--- src/design/rectangle_corner_containment_filter_core_defines.svh ---
// assertion macros used by the rectangle corner containment filter rtl
`ifndef RECTANGLE_CORNER_CONTAINMENT_FILTER_CORE_DEFINES_SVH
`define RECTANGLE_CORNER_CONTAINMENT_FILTER_CORE_DEFINES_SVH

`ifndef SYNTHESIS
`define RCCF_ASSERT(lbl, prop) \
  lbl: assert property (@(posedge clk_i) disable iff (!rst_ni) prop) \
    else $error("rccf assertion failed");
`define RCCF_ASSERT_NEVER(lbl, cond) \
  `RCCF_ASSERT(lbl, !(cond))
`else
`define RCCF_ASSERT(lbl, prop)
`define RCCF_ASSERT_NEVER(lbl, cond)
`endif

`endif

--- src/design/rccf_pkg.sv ---
// package with constants, codes and control types of the containment filter
`timescale 1ns / 1ps
`default_nettype none

package rccf_pkg;

  localparam int unsigned POINT_SLOTS = 1024;
  localparam int unsigned ADDR_W      = $clog2(POINT_SLOTS);
  localparam int unsigned CNT_W       = $clog2(POINT_SLOTS + 1);
  localparam int unsigned COORD_W     = 16;
  localparam int unsigned ID_W        = 16;
  localparam int unsigned ACT_W       = 2;
  localparam int unsigned PT_W        = 2 * COORD_W;
  localparam int unsigned MAX_X       = 65535;
  localparam int unsigned MAX_Y       = 65535;

  typedef enum logic [ACT_W-1:0] {
    ACT_LOAD  = 2'd0,
    ACT_QUERY = 2'd1,
    ACT_CLEAR = 2'd2
  } action_e;

  typedef enum logic [3:0] {
    S_IDLE = 4'b0001,
    S_LOAD = 4'b0010,
    S_SCAN = 4'b0100,
    S_EMIT = 4'b1000
  } state_e;

  typedef struct packed {
    logic capture;
    logic clear;
    logic load_step;
    logic scan_step;
    logic emit;
  } cmd_t;

  typedef struct packed {
    logic full;
    logic load_last;
    logic scan_done;
    logic out_busy;
  } stat_t;

  function automatic logic [COORD_W-1:0] clamp_x(input logic [COORD_W-1:0] x);
    logic [COORD_W-1:0] r;
    r = x;
    if (x == '0) begin
      r = COORD_W'(1);
    end else if (32'(x) > MAX_X) begin
      r = COORD_W'(MAX_X);
    end
    return r;
  endfunction

  // y span is nominal, values pass unchanged
  localparam logic [COORD_W-1:0] Y_SPAN = COORD_W'(MAX_Y);

endpackage

`default_nettype wire

--- src/design/rccf_ctrl.sv ---
// controller state machine sequencing load, scan and result hand-off
`timescale 1ns / 1ps
`default_nettype none

module rccf_ctrl import rccf_pkg::*; (
  input  wire logic             clk_i,
  input  wire logic             rst_ni,
  input  wire logic             in_valid_i,
  input  wire logic [ACT_W-1:0] action_i,
  output      logic             in_ready_o,
  input  wire stat_t            stat_i,
  output      cmd_t             cmd_o
);

  state_e state_q, state_d;

  always_comb begin
    state_d    = state_q;
    cmd_o      = '0;
    in_ready_o = 1'b0;
    case (state_q)
      S_IDLE: begin
        in_ready_o = 1'b1;
        if (in_valid_i) begin
          cmd_o.capture = 1'b1;
          if (action_i == ACT_LOAD && !stat_i.full) begin
            state_d = S_LOAD;
          end else if (action_i == ACT_QUERY) begin
            state_d = S_SCAN;
          end else begin
            cmd_o.clear = (action_i == ACT_CLEAR);
            state_d     = S_EMIT;
          end
        end
      end
      S_LOAD: begin
        cmd_o.load_step = 1'b1;
        if (stat_i.load_last) begin
          state_d = S_EMIT;
        end
      end
      S_SCAN: begin
        cmd_o.scan_step = 1'b1;
        if (stat_i.scan_done) begin
          state_d = S_EMIT;
        end
      end
      S_EMIT: begin
        // wait until the previous word has left the output register
        if (!stat_i.out_busy) begin
          cmd_o.emit = 1'b1;
          state_d    = S_IDLE;
        end
      end
      default: begin
        state_d = S_IDLE;
      end
    endcase
  end

  always_ff @(posedge clk_i or negedge rst_ni) begin
    if (!rst_ni) begin
      state_q <= S_IDLE;
    end else begin
      state_q <= state_d;
    end
  end

endmodule

`default_nettype wire

--- config.mk ---
export PLATFORM = sky130hd
export DESIGN_NAME = rccf_ctrl
export DESIGN_NICKNAME = d
export VERILOG_FILES = /design/src/design/rectangle_corner_containment_filter_core_defines.svh /design/src/design/rccf_pkg.sv /design/src/design/rccf_ctrl.sv
export SDC_FILE = /design/constraint.sdc
export NUM_CORES = 1
export LEC_CHECK = 0
export BUFFER_PORTS_ARGS = -buffer_cell sky130_fd_sc_hd__buf_2
export CAP_MARGIN = 5
export CORE_AREA = 2 2 39 41
export CTS_CLUSTER_SIZE = 25
export DETAILED_ROUTE_END_ITERATION = 12
export DIE_AREA = 0 0 41 43
export MAX_ROUTING_LAYER = met4
export PLACE_DENSITY_LB_ADDON = 0.2
export SETUP_SLACK_MARGIN = 0.4
export SYNTH_ARGS = -nofsm -noshare
export SYNTH_HDL_FRONTEND = slang
export SYNTH_SLANG_ARGS = --single-unit
--- constraint.sdc ---
create_clock -name clk_i -period 1.5 [get_ports clk_i]
set_input_delay 0.225 -clock clk_i [delete_from_list [all_inputs] [get_ports clk_i]]
set_output_delay 0.225 -clock clk_i [all_outputs]
set_load 0.1 [all_outputs]
* Yosys cells after proc, flatten, opt, wreduce, memory -nomap -nowiden *
Index checks and enable logic that the tools add are counted.

word-level totals
  input bits = 9
  register bits after elaboration = 4
  word-level logic and storage cells = 31
  output and inout port bits = 6

cells by class
  equal/unequal tests = 10
  reductions and logical operators = 4
  muxes and demuxes = 16

operator list
  kind                                                                    number
  4-bit two-way mux                                                       6
  4-bit one-hot mux with 4 select lines                                   1
  2-bit != test (second input constant)                                   4
  1-bit two-way mux                                                       7
  4-bit by 1-bit equality test with 1-bit output (second input constant)  1
  4-bit by 2-bit equality test with 1-bit output (second input constant)  1
  4-bit by 3-bit equality test with 1-bit output (second input constant)  1
  4-bit equality test (second input constant)                             1
  2-bit two-way mux                                                       2
  4-bit AND reduction                                                     1
  2-bit by 1-bit equality test with 1-bit output (second input constant)  1
  2-bit equality test (second input constant)                             1
  2-bit zero test                                                         1
  1-bit logical AND                                                       1
  1-bit zero test                                                         1

* Depth between registers and ports, before layout *
  word-level depth = 5
  mapped depth = 5
  mapped depth without buffers = 5

* Worst setup path before layout *
Ideal clock, no wire load.

  path type = register -> register
  start = register state_q[1]
  end = register state_q[1]
  stages on the path, launching flop included = 5
  path buffers = 1
  data required time = 1.424 ns
  clock period less this slack = 4.095 ns
  arrival = 4.018 ns
  path slack = -2.595 ns
  path through = dfrtp_1 buf_2 nor4b_1 or2b_1 o21ai_1

on the way
  longest elaborated chain between the ends = 3

ends and longest elaborated chain
  element                                                                       line             source
  start, declared                                                               rccf_ctrl.sv:15  state_e state_q, state_d;
  start signal, assigned                                                        rccf_ctrl.sv:65  state_q <= state_d;
  4-bit by 2-bit equality test with 1-bit output, or another cell as far along  rccf_ctrl.sv:21  case (state_q)
  2-bit != test (no source line)                                                -
  4-bit AND reduction (no source line)                                          -

Parallel ways exist; a longest one is shown, timed or not.
A chain may end at the register's enable or synchronous reset.

* Worst setup path after layout *
  start = register state_q[3]
  end = register state_q[1]

Same word-level chain as after synthesis.

==> summary.txt <==
Outcome
  • Status: finished, violations left
  • Failing checks: negative setup slack

Worst setup path
  • Kind of start point of the critical path: flop
  • FF-to-FF path depth: 7
  • Critical Path Sink Type: flop
  • Critical Path RT: 1.67 ns
  • Crit path DAT: around 1.9 ns
  • Setup CP Type: reg2reg
  • Worst Path Max Fanout: 5

Clock network
  • TritonCTS clock tree: done
  • Worst-skew pair later-pin latency: 0.24 ns
  • H-Tree Level Count: 1
  • Clock root buffer: clkbuf_4
  • Clock slew at reported path FFs: 0.04 ns
  • CTS Buf Count: 3
  • Sinks on the clock net: 4
  • Clk buf depth: 2

Finish
  • Final non-filler cell total: 88
  • Fill cells: 123
  • Layout net count: 82
  • Area growth syn-to-layout: 142%
  • Max reg flops: 4
  • Share of cells above drive strength 1: between 70 and 80%
  • Number of antenna repair diodes: 0
  • Reg with most FFs: state_q
  • Largest regs: state_q: 4 flops

Floorplanning
  • Chip width: 41 um
  • Die area: about 0.0018 sq mm
  • Core ar.: 0.00138 sq mm
  • Die Ht: 43 um
  • Top Ports: 15
  • Row count: 14
  • Initial Util: between 20% and 30%

Drt
  • Via count: 421
  • Met3 WL post-DR: between 60 and 70 um
  • First-pass iteration count of the detailed router: 4
  • Initial drt markers: 5
  • Vias/cell: 4.78
  • Routed len/inst: 11.4 um
  • Final ANT Viol Nets: 0
  • WL met2: 525 um
  • Residual DRC: 0
  • Met1 WL: a little under 400 um
  • Highest Signal Layer: met4
  • Total Wirelength: 1.00 mm

Synthesis
  • Post-synthesis mux area share: 0%
  • Mapped Cells: 36
  • Post-Synth Adder-Cell Area: 0%
  • Post-synth EDFFs: 0
  • Synthesized cell area: between 300 and 400 sq um
  • Synth Area in XOR/XNOR: ~2.7%
  • Synth Area in Compound Gates: approximately 21%
  • Largest family of logic cells by synthesized area: simple AND/OR/NAND/NOR gates
  • Post-Syn Nets: 45
  • Synthesized flop and latch total: 4
  • Top_reg_cell synth: dfrtp_1
  • Synth warnings: 0
  • Async SR Flop Fraction: 100%
  • Cell variety after synth: 25
  • Syn_area_per_cell: 9.07 sq um
  • Seq/Total Area, Yosys: a little under a third
  • Simple-gate share of the synthesized area: 41.8%

Place
  • PortBufs: 14
  • Number of placed cells counting well taps: 74
  • Hpwl dp: 679 um
  • Placer Congestion: between 0.6 and 0.7

GRT
  • Vias in the first global route: 410
  • First-pass GRT wire length: 1.61 mm
  • Total Routing Usage GR: 13.8%
  • Initial antenna violation count: 0
  • Largest net degree at the start of global routing: 6
  • GR Overflow Total: 0

STA
  • Worst hold slack: 0.193 ns
  • Slew @ Worst Pin: 0.282 ns
  • Hold Vio Cnt, Final: 0
  • Setup ws final: -0.191 ns
  • Clk_skew: approximately 0.0020 ns
  • Relative slew slack: 81.1%
  • Maximum clock rate: 591 MHz
  • Final period utilization: 113%
  • Final Max Slew Viols: 0
  • # setup viols final: 9
  • RSZ-0062 raised after global routing: true
  • Tmin final: 1.69 ns
  • Post-Route Setup TNS: -1.03 ns

Power and ir drop
  • Register share of total power: 12.3%
  • Total Power: 1.74 mW
  • Gate power share: between 70% and 80%
  • Leakage: 0.342 nW
  • Sw Pwr: roughly 0.8 mW
  • Sw Share: a little under half
  • Int Pwr: between 0.9 and 1 mW
  • Clock share of power: 8.8%
  • Peak supply drop: 953 uV
  • Cell Pwr Density: 2200 mW/mm^2

Hold path
  • Hold crit path type: in2reg
  • Hold depth: 2

Job
  • Max Cap Violations: 0
-- critical path: stages, from the launching register on --
cell	delay (ns)
dfrtp_2	0.43
nor2_4	0.14
nand3b_4	0.09
buf_4	0.14
buf_4	0.12
buf_6	0.12
or4_4	0.42
o21ai_2	0.15
-- metal layers --
metal	up-vias	track usage, %
li1	203	-
met1	199	16.4
met2	16	21.3
met3	3	3.14
met4	0	6.00
met5	-	-
-- power by group through the flow --
stage	clock network, mW	logic (mW)	registers [mW]
global route	0.164	1.44	0.219
finish	0.153	1.37	0.214
global placement	0	1.03	0.220
CTS	0.154	1.20	0.212
detailed placement	0	1.03	0.220
floorplan	0	0.600	0.242
-- layout by cell type (no fill, tap or decap), types with 2 or more instances in the layout --
cell,Yosys,routed
nor2_4,0,3
buf_4,0,12
nor3b_1,2,2
nor4b_4,0,2
buf_6,0,6
nand2_1,3,2
dfrtp_2,0,2
o21ai_2,0,2
clkbuf_4,0,3
buf_2,1,8
buf_12,0,6
-- synthesized netlist by cell type, types with 2 or more instances --
library cell  count  area, sq um
nand2_1           3         11.3
dfrtp_1           3         75.1
nor3b_1           2         15.0
a21oi_1           2         10.0
nor2_1            2         7.51
o21ai_1           3         15.0
inv_1             2         7.51
nor4b_1           2         17.5
-- what timing repair did --
action                     in CTS  in global routing
setup endpoints to repair      10                 10
hold buffers                    1                  0
hold endpoints to repair        4                  0
pin swaps                       8                  3
setup buffers                   6                  3
gates resized for setup         6                 10
-- final timing paths --
kind / from / to / slack [ns]
max: state_q[3] / state_q[1] / -0.19
max reg2reg: state_q[3] / state_q[1] / -0.19
min: in_valid_i / state_q[0] / 0.19
min reg2reg: state_q[3] / state_q[2] / 0.76
max in group asynchronous: rst_ni / state_q[0] / 0.98
min in group asynchronous: rst_ni / state_q[3] / 0.31
-- stage by stage --
step	worst slack, ns	utilization [%]	cell area (sq um)
global placement	0.0118	44.8	621
global route	-0.227	57.1	791
finish	-0.191	57.1	791
floorplan	-0.692	-	380
CTS	-0.184	52.3	723
detailed placement	0.00155	44.8	621
-- kinds of logic after synthesis --
group / Yosys count
xor+xnor: 1
simple gates: 19
flops: 4
buf+inv: 3
compound gates: 9
-- cell type report --
| type | count | area [sq um] | share of cell area (%) |
|---|---|---|---|
| repair buffers | 33 | 328 | 41.5 |
| multi-input cells | 29 | 302 | 38.1 |
| flip-flops and latches | 4 | 104 | 13.1 |
| clock buffers | 4 | 26.3 | 3.32 |
| well taps | 16 | 20.0 | 2.53 |
| inverters | 2 | 11.3 | 1.42 |
Note: power is estimated with default switching activity, not from simulation.
